===== src/rtl/core/group_scaled_int8_matvec_macros.svh =====
// Assertion macros shared by the matrix-vector multiply RTL.
`ifndef GROUP_SCALED_INT8_MATVEC_MACROS_SVH
`define GROUP_SCALED_INT8_MATVEC_MACROS_SVH

// Condition that must hold at every clock edge outside reset.
`define GSMV_ASSERT_ALWAYS(lbl, cond, msg) \
  lbl: assert property (@(posedge clk) disable iff (rst) (cond)) else $error(msg);

// Same-cycle implication.
`define GSMV_ASSERT_IMPL(lbl, ante, cons, msg) \
  lbl: assert property (@(posedge clk) disable iff (rst) (ante) |-> (cons)) else $error(msg);

// Next-cycle implication.
`define GSMV_ASSERT_NEXT(lbl, ante, cons, msg) \
  lbl: assert property (@(posedge clk) disable iff (rst) (ante) |=> (cons)) else $error(msg);

`endif


===== src/rtl/core/gsmv_pkg.sv =====
// Types, constants and codes shared by the matrix-vector multiply modules.
package gsmv_pkg;

  localparam int MAX_GROUP   = 256;
  localparam int MAX_ROW     = 4096;
  localparam int MAX_ROWS    = 65536;

  localparam int GROUP_LEN_W = 9;
  localparam int ROW_LEN_W   = 13;
  localparam int ROW_CNT_W   = 17;
  localparam int POS_GROUP_W = $clog2(MAX_GROUP);
  localparam int POS_ROW_W   = $clog2(MAX_ROW);
  localparam int ROW_IDX_W   = 16;

  localparam int CFG_IDX_W   = 2;
  localparam int CFG_DATA_W  = ROW_CNT_W;

  localparam int PROD_W      = 24;
  localparam int GACC_W      = 32;
  localparam int SCALED_W    = 48;
  localparam int SUM_W       = 64;

  localparam logic [CFG_IDX_W-1:0] CFG_GROUP_LENGTH = 2'd0;
  localparam logic [CFG_IDX_W-1:0] CFG_ROW_LENGTH   = 2'd1;
  localparam logic [CFG_IDX_W-1:0] CFG_ROW_COUNT    = 2'd2;

  localparam logic [GROUP_LEN_W-1:0] GROUP_LEN_RESET = GROUP_LEN_W'(32);
  localparam logic [ROW_LEN_W-1:0]   ROW_LEN_RESET   = ROW_LEN_W'(256);
  localparam logic [ROW_CNT_W-1:0]   ROW_CNT_RESET   = ROW_CNT_W'(256);

  typedef struct packed {
    logic signed [7:0]  weight;
    logic signed [15:0] activation;
    logic [15:0]        group_scale;
  } in_item_t;

  typedef struct packed {
    logic signed [SUM_W-1:0] row_sum;
    logic [ROW_IDX_W-1:0]    row_index;
    logic                    last_row;
  } out_item_t;

  typedef enum logic [2:0] {
    ST_IDLE,
    ST_MUL,
    ST_GACC,
    ST_SCALE,
    ST_RADD,
    ST_EMIT
  } gsmv_state_t;

  typedef struct packed {
    logic load;
    logic mul;
    logic gacc;
    logic scale;
    logic radd;
    logic emit;
  } dp_cmd_t;

  typedef struct packed {
    logic fold;
    logic row_end;
    logic out_free;
  } dp_status_t;

endpackage


===== src/rtl/core/gsmv_dp.sv =====
// Datapath: configuration, position counters, multipliers, accumulators and result register.
`include "group_scaled_int8_matvec_macros.svh"

module gsmv_dp import gsmv_pkg::*; (
  input  logic                  clk,
  input  logic                  rst,
  input  in_item_t              in_item,
  input  logic                  cfg_we,
  input  logic [CFG_IDX_W-1:0]  cfg_index,
  input  logic [CFG_DATA_W-1:0] cfg_data,
  input  dp_cmd_t               cmd,
  output dp_status_t            status,
  output logic                  out_valid,
  input  logic                  out_ready,
  output out_item_t             out_item
);

  logic [GROUP_LEN_W-1:0] group_length;
  logic [ROW_LEN_W-1:0]   row_length;
  logic [ROW_CNT_W-1:0]   row_count;

  logic [GROUP_LEN_W-1:0] glen;
  logic [ROW_LEN_W-1:0]   rlen;
  logic [ROW_CNT_W-1:0]   rcnt;

  logic [POS_GROUP_W-1:0] pos_group;
  logic [POS_ROW_W-1:0]   pos_row;
  logic [ROW_IDX_W-1:0]   current_row;

  logic group_end;
  logic row_end;
  logic last;

  logic signed [7:0]  weight_q;
  logic signed [15:0] act_q;
  logic [15:0]        scale_q;
  logic               fold_q;
  logic               row_end_q;
  logic               last_q;
  logic [ROW_IDX_W-1:0] index_q;

  logic signed [PROD_W-1:0]   prod;
  logic signed [GACC_W-1:0]   gacc;
  logic signed [SCALED_W-1:0] scaled;
  logic signed [SUM_W-1:0]    racc;

  logic signed [GACC_W+16:0]  scale_full;
  logic signed [SUM_W:0]      sum_wide;
  logic signed [SUM_W-1:0]    sum_sat;

  // Lengths of zero act as one; oversized lengths stick at the maximum.
  always_comb begin
    if (group_length == '0) begin
      glen = GROUP_LEN_W'(1);
    end else if (group_length > GROUP_LEN_W'(MAX_GROUP)) begin
      glen = GROUP_LEN_W'(MAX_GROUP);
    end else begin
      glen = group_length;
    end
    if (row_length == '0) begin
      rlen = ROW_LEN_W'(1);
    end else if (row_length > ROW_LEN_W'(MAX_ROW)) begin
      rlen = ROW_LEN_W'(MAX_ROW);
    end else begin
      rlen = row_length;
    end
    if (row_count == '0) begin
      rcnt = ROW_CNT_W'(1);
    end else if (row_count > ROW_CNT_W'(MAX_ROWS)) begin
      rcnt = ROW_CNT_W'(MAX_ROWS);
    end else begin
      rcnt = row_count;
    end
  end

  // A greater-or-equal test keeps working when a length shrinks mid-stream.
  assign group_end = (GROUP_LEN_W'(pos_group) + GROUP_LEN_W'(1)) >= glen;
  assign row_end   = (ROW_LEN_W'(pos_row) + ROW_LEN_W'(1)) >= rlen;
  assign last      = (ROW_CNT_W'(current_row) + ROW_CNT_W'(1)) >= rcnt;

  always_ff @(posedge clk) begin
    if (rst) begin
      group_length <= GROUP_LEN_RESET;
      row_length   <= ROW_LEN_RESET;
      row_count    <= ROW_CNT_RESET;
    end else if (cfg_we) begin
      unique case (cfg_index)
        CFG_GROUP_LENGTH: group_length <= cfg_data[GROUP_LEN_W-1:0];
        CFG_ROW_LENGTH:   row_length   <= cfg_data[ROW_LEN_W-1:0];
        CFG_ROW_COUNT:    row_count    <= cfg_data[ROW_CNT_W-1:0];
        default: ;
      endcase
    end
  end

  // Counters advance as the item is taken in; its flags are kept for the later steps.
  always_ff @(posedge clk) begin
    if (rst) begin
      pos_group   <= '0;
      pos_row     <= '0;
      current_row <= '0;
    end else if (cmd.load) begin
      if (group_end || (row_end && last)) begin
        pos_group <= '0;
      end else begin
        pos_group <= pos_group + POS_GROUP_W'(1);
      end
      if (row_end) begin
        pos_row <= '0;
        if (last) begin
          current_row <= '0;
        end else begin
          current_row <= current_row + ROW_IDX_W'(1);
        end
      end else begin
        pos_row <= pos_row + POS_ROW_W'(1);
      end
    end
  end

  always_ff @(posedge clk) begin
    if (cmd.load) begin
      weight_q  <= in_item.weight;
      act_q     <= in_item.activation;
      scale_q   <= in_item.group_scale;
      fold_q    <= group_end || row_end;
      row_end_q <= row_end;
      last_q    <= last;
      index_q   <= current_row;
    end
  end

  always_ff @(posedge clk) begin
    if (cmd.mul) begin
      prod <= PROD_W'(weight_q) * PROD_W'(act_q);
    end
  end

  assign scale_full = gacc * $signed({1'b0, scale_q});

  always_ff @(posedge clk) begin
    if (cmd.scale) begin
      scaled <= scale_full[SCALED_W-1:0];
    end
  end

  always_ff @(posedge clk) begin
    if (rst) begin
      gacc <= '0;
    end else if (cmd.gacc) begin
      gacc <= gacc + GACC_W'(prod);
    end else if (cmd.scale) begin
      gacc <= '0;
    end
  end

  // Saturate when the carry out disagrees with the sign of the 64-bit sum.
  assign sum_wide = {racc[SUM_W-1], racc} + (SUM_W+1)'(scaled);

  always_comb begin
    if (sum_wide[SUM_W] != sum_wide[SUM_W-1]) begin
      sum_sat = sum_wide[SUM_W] ? {1'b1, {(SUM_W-1){1'b0}}} : {1'b0, {(SUM_W-1){1'b1}}};
    end else begin
      sum_sat = sum_wide[SUM_W-1:0];
    end
  end

  always_ff @(posedge clk) begin
    if (rst) begin
      racc <= '0;
    end else if (cmd.radd) begin
      racc <= sum_sat;
    end else if (cmd.emit) begin
      racc <= '0;
    end
  end

  always_ff @(posedge clk) begin
    if (rst) begin
      out_valid <= 1'b0;
    end else if (cmd.emit) begin
      out_valid <= 1'b1;
    end else if (out_ready) begin
      out_valid <= 1'b0;
    end
  end

  always_ff @(posedge clk) begin
    if (cmd.emit) begin
      out_item.row_sum   <= racc;
      out_item.row_index <= index_q;
      out_item.last_row  <= last_q;
    end
  end

  assign status.fold     = fold_q;
  assign status.row_end  = row_end_q;
  assign status.out_free = !out_valid || out_ready;

  `GSMV_ASSERT_NEXT(a_matrix_wrap, cmd.load && row_end && last, (pos_group == '0) && (pos_row == '0) && (current_row == '0), "counters did not restart after the last row")
  `GSMV_ASSERT_IMPL(a_result_source, $rose(out_valid), $past(cmd.emit), "result appeared without an emit step")
  `GSMV_ASSERT_IMPL(a_emit_slot_free, cmd.emit, status.out_free, "emit overwrote a result not yet transferred")

endmodule


===== src/rtl/core/gsmv_ctrl.sv =====
// Controller: sequences accept, multiply, accumulate, scale fold, row add and result emit for one item.
`include "group_scaled_int8_matvec_macros.svh"

module gsmv_ctrl import gsmv_pkg::*; (
  input  logic       clk,
  input  logic       rst,
  input  logic       in_valid,
  output logic       in_ready,
  input  dp_status_t status,
  output dp_cmd_t    cmd
);

  gsmv_state_t state;
  gsmv_state_t state_next;

  always_ff @(posedge clk) begin
    if (rst) begin
      state <= ST_IDLE;
    end else begin
      state <= state_next;
    end
  end

  always_comb begin
    state_next = state;
    unique case (state)
      ST_IDLE:  if (in_valid) state_next = ST_MUL;
      ST_MUL:   state_next = ST_GACC;
      ST_GACC:  state_next = status.fold ? ST_SCALE : ST_IDLE;
      ST_SCALE: state_next = ST_RADD;
      ST_RADD:  state_next = status.row_end ? ST_EMIT : ST_IDLE;
      ST_EMIT:  if (status.out_free) state_next = ST_IDLE;
      default:  state_next = ST_IDLE;
    endcase
  end

  always_comb begin
    cmd      = '0;
    in_ready = 1'b0;
    unique case (state)
      ST_IDLE: begin
        in_ready = 1'b1;
        cmd.load = in_valid;
      end
      ST_MUL:   cmd.mul   = 1'b1;
      ST_GACC:  cmd.gacc  = 1'b1;
      ST_SCALE: cmd.scale = 1'b1;
      ST_RADD:  cmd.radd  = 1'b1;
      ST_EMIT:  cmd.emit  = status.out_free;
      default: ;
    endcase
  end

  `GSMV_ASSERT_ALWAYS(a_one_command, $onehot0({cmd.load, cmd.mul, cmd.gacc, cmd.scale, cmd.radd, cmd.emit}), "more than one datapath command at once")
  `GSMV_ASSERT_NEXT(a_emit_waits, (state == ST_EMIT) && !status.out_free, state == ST_EMIT, "left emit before the result slot was free")
  `GSMV_ASSERT_IMPL(a_ready_only_idle, in_ready, state == ST_IDLE, "input taken while an item is in progress")

endmodule


===== src/rtl/core/group_scaled_int8_matvec.sv =====
// Top level of the group-scaled int8 matrix-vector multiply.
// Takes one weight per transfer with its activation (Q4.12) and group scale (Q0.16) and
// returns one saturated Q36.28 row sum per row. Items are processed one at a time by a
// controller stepping a shared datapath: an item inside a group goes through accept,
// weight times activation and group accumulate; an item that closes a group adds the
// group-by-scale multiply and saturating row add, and an item that closes a row adds the
// result emit, held while the previous row sum has not yet been transferred out. A finished
// row sum sits in an output register, so input keeps flowing while it waits. Configuration
// writes take effect on the next accepted item; position counters are kept across writes.
module group_scaled_int8_matvec import gsmv_pkg::*; (
  input  logic                  clk,
  input  logic                  rst,
  input  logic                  in_valid,
  output logic                  in_ready,
  input  in_item_t              in_item,
  output logic                  out_valid,
  input  logic                  out_ready,
  output out_item_t             out_item,
  input  logic                  cfg_we,
  input  logic [CFG_IDX_W-1:0]  cfg_index,
  input  logic [CFG_DATA_W-1:0] cfg_data
);

  dp_cmd_t    cmd;
  dp_status_t status;

  gsmv_ctrl u_ctrl (
    .clk      (clk),
    .rst      (rst),
    .in_valid (in_valid),
    .in_ready (in_ready),
    .status   (status),
    .cmd      (cmd)
  );

  gsmv_dp u_dp (
    .clk       (clk),
    .rst       (rst),
    .in_item   (in_item),
    .cfg_we    (cfg_we),
    .cfg_index (cfg_index),
    .cfg_data  (cfg_data),
    .cmd       (cmd),
    .status    (status),
    .out_valid (out_valid),
    .out_ready (out_ready),
    .out_item  (out_item)
  );

endmodule


===== config.mk =====
export PLATFORM = sky130hd
export DESIGN_NAME = group_scaled_int8_matvec
export DESIGN_NICKNAME = d
export VERILOG_FILES = /design/src/rtl/core/gsmv_pkg.sv /design/src/rtl/core/gsmv_dp.sv /design/src/rtl/core/gsmv_ctrl.sv /design/src/rtl/core/group_scaled_int8_matvec.sv
export VERILOG_INCLUDE_DIRS = /design/src /design/src/rtl/core
export SDC_FILE = /design/constraint.sdc
export NUM_CORES = 2
export LEC_CHECK = 0
export BUFFER_PORTS_ARGS = -buffer_cell sky130_fd_sc_hd__buf_2
export CORE_ASPECT_RATIO = 1.5
export CORE_MARGIN = 2
export CORE_UTILIZATION = 44
export DETAILED_ROUTE_END_ITERATION = 10
export SLEW_MARGIN = 25
export SYNTH_ARGS = -nofsm -noshare
export SYNTH_HDL_FRONTEND = slang
export SYNTH_SLANG_ARGS = --single-unit

===== constraint.sdc =====
create_clock -name clk -period 7.5 [get_ports clk]
set_input_delay 0.375 -clock clk [delete_from_list [all_inputs] [get_ports clk]]
set_output_delay 0.375 -clock clk [all_outputs]
set_load 0.02 [all_outputs]

==> summary.md <==
| Metric | Value |
|---|---|
| Outcome | completed |
| Area post-placement | 43900 µm² |
| VDD IR max | 0.241 mV |
| Power Density | 247 nW/µm² |
| Post-Syn Area | 41500 µm² |
| Via count | 29500 |
| CP arrival | 7.56 ns |
| I/O pins | 147 |
| Post-Route WL | 94800 µm |
| First-pass GRT wire length | 158000 µm |
| Full die area | 96800 µm² |
| Placed wire-length estimate | 77300 µm |
| Hold Crit Depth | 3 |
| WL per Instance | 16.3 µm |
| Fin. max-slew vios | 0 |
| FP Rows | 137 |
| Die height | 380 µm |
| Mapped Nets | 5323 |
| Clock Skews | 0.0514 ns |
| Share of layout cells above drive strength 1 | 7.76% |
| Yosys cell types | 82 |
| Final critical-path share of the clock period | 96.0% |
| GPL Wtd Cong | 0.878 |
| Clock root buffer | clkbuf_16 |
| Place WS | 0.0171 ns |
| Final worst slack | 0.301 ns |
| Post-synth top area share | 28.4% |
| EDFF count, synth | 212 |
| Worst-skew pair later-pin latency | 0.64 ns |
| Setup CP Type | reg2reg |
| Final Total Pwr | 11400 µW |
| Worst Hold Class | in2reg |
| Setup_tns | 0 ns |
| Worst EP required | 7.86 ns |
| Slew @ Worst Pin | 0.945 ns |
| CTS HTree Levels | 2 |
| Minimum clock period | 7.20 ns |
| Syn_area_per_cell | 9.48 µm² |
| Commonest cells post-synth | 739 x inv_1, 589 x fa_1, 585 x nand2_1, 327 x and2_1, 296 x ha_1 |
| Core Area | 93200 µm² |
| R2R Setup Slk | 0.30 ns |
| Static Leak | 0.0219 µW |
| Synth area leader | fa_1 |
| CTS tree | done |
| Worst Reg-to-Reg Cells | 23 |
| Post-synthesis cell count | 4374 |
| Clk buf depth | 3 |
| Largest cells by area after synthesis | fa_1 28%, edfxtp_1 15%, ha_1 8.9%, dfxtp_1 8.4%, inv_1 6.7% |
| Area grow syn2layout | 11.1% |
| Syn. warnings | 0 |
| Final instance area | 46100 µm² |
| Sequential fraction of the synthesis area | 23.8% |
| Total track usage | 20.1% |
| Routed Antenna Nets | 0 |
| Initial antenna violation count | 1 |
| Gr ovfl total | 0 |
| Max cap viols | 0 |
| Peak Freq | 0.139 GHz |
| Final hold vios | 0 |
| Final layout net count | 5485 |
| DR DRC count | 0 |
| Critical-path maximum fanout | 13 |
| Clock sinks | 387 |
| Fin util | 49.4% |
| Count leader, synth | inv_1 |
| Asr flop ratio synth | 0% |
| Primary FF master, synth | edfxtp_1 |
| Final setup fails | 0 |
| Total CTS buffers | 45 |
| Via density | 5.07 |
| Initial Util | 44.5% |
| Vias in the first global route | 31500 |
| Die width | 255 µm |
| #FFs+latches synth | 387 |
| Critical path launch point type | register |
| IO buf count | 146 |
| Pin count of the biggest net entering global routing | 73 |
| Setup crit end kind | register |
| Starting DRT DRC Count | 1066 |
| Worst slew margin | 36.8% |
| DRT Pass-1 Iters | 8 |
| Clock slew at reported path FFs | 0.07 ns |
[critical path, stage by stage (launching register included)]
cell       delay, ns
edfxtp_1        0.63
and2_1          0.29
fa_1            0.51
inv_1           0.05
fa_1            0.45
fa_1            0.50
fa_1            0.50
inv_1           0.05
fa_1            0.52
inv_1           0.05
fa_1            0.52
inv_1           0.04
ha_1            0.35
and3_1          0.19
nand3_1         0.07
a21oi_1         0.17
o311ai_1        0.18
a211oi_2        0.39
o2111ai_1       0.34
a31oi_1         0.32
nor2b_1         0.30
nor2_1          0.13
o31ai_1         0.26
xor2_1          0.10
[routing by layer]
metal	global-route usage (%)	routed length, µm
met1	24.0	39700
met2	37.5	49600
met3	2.39	3200
met4	5.20	2310
met5	0	16
[logic make-up (layout without fill, tap and decap cells)]
kind of cell	after synthesis	in the layout	synth area share, %
buffers and inverters	910	1109	8.32
XOR/XNOR	186	186	3.93
AND/OR/NAND/NOR	1325	1325	15.6
adder cells (fa/ha/maj)	885	885	37.3
other	0	1	0
multiplexers	12	12	0.296
AO/OA/AOI/OAI	669	669	10.8
flip-flops	387	387	23.8
[report_power, final]
group          leakage [µW]  total (µW)  internal [µW]  switching (µW)
clock              0.000766        2340           1350             991
sequential          0.00336        2870           2680             191
combinational        0.0178        6170           2660            3510
[stage by stage]
| step | hold WS, ns | cells |
|---|---|---|
| 4_1_cts | 0.000993 | 5818 |
| 3_3_place_gp | 0.401 | 5682 |
| 2_1_floorplan | 0.400 | 4374 |
| 5_1_grt | 0.0162 | 5824 |
| 3_5_place_dp | 0.407 | 5682 |
| 6_report | 0.0232 | 5825 |
[final timing paths]
path                                                    endpoint                       from
worst max-delay path                   u_dp.scaled[46]$_DFFE_PN_  u_dp.scale_q[3]$_DFFE_PP_
worst min-delay path            u_dp.row_length[11]$_SDFFE_PP0P_               cfg_data[11]
worst max register to register         u_dp.scaled[46]$_DFFE_PN_  u_dp.scale_q[3]$_DFFE_PP_
worst min register to register        u_dp.out_item[6]$_DFFE_PP_  u_dp.index_q[5]$_DFFE_PP_
[flip-flops by register name, summed over array words and instances (netlist names)]
signal             count
u_ctrl.state           3
u_dp.act_q            16
u_dp.current_row      16
u_dp.fold_q            1
u_dp.gacc             32
u_dp.group_length      9
u_dp.index_q          16
u_dp.last_q            1
u_dp.out_item         81
u_dp.out_valid         1
u_dp.pos_group         8
u_dp.pos_row          12
u_dp.prod             24
u_dp.racc             64
u_dp.row_count        17
u_dp.row_end_q         1
u_dp.row_length       13
u_dp.scale_q          16
u_dp.scaled           48
u_dp.weight_q          8
[placed cells by master, fill, tap and decap left out, drive strengths merged, types with 73 or more instances in the layout]
cell type | synthesis | layout
a22o | 81 | 81
fa | 589 | 589
a21oi | 205 | 205
nor2 | 141 | 141
and2 | 327 | 327
edfxtp | 212 | 212
inv | 739 | 744
o21ai | 114 | 114
a21o | 92 | 92
nand2 | 585 | 585
ha | 296 | 296
buf | 26 | 233
xor2 | 73 | 73
xnor2 | 113 | 113
dfxtp | 175 | 175
[area by class of cell]
class                      count  area, µm²
fill                        8838      47200
multi-input combinational   3077      28200
sequential                   387       9870
inverter                     740       2780
timing repair buffer         285       2040
tap                         1251       1570
clock buffer                  52       1200
clock inverter                32        389
antenna                        1       2.50
[timing repair]
action / 4_1_cts / 5_1_grt
setup buffers: 0 / 5
hold endpoints to repair: 61 / 0
setup endpoints to repair: 0 / 10
hold buffers: 52 / 0
gates resized for setup: 0 / 10
(Power assumes the default switching activity.)
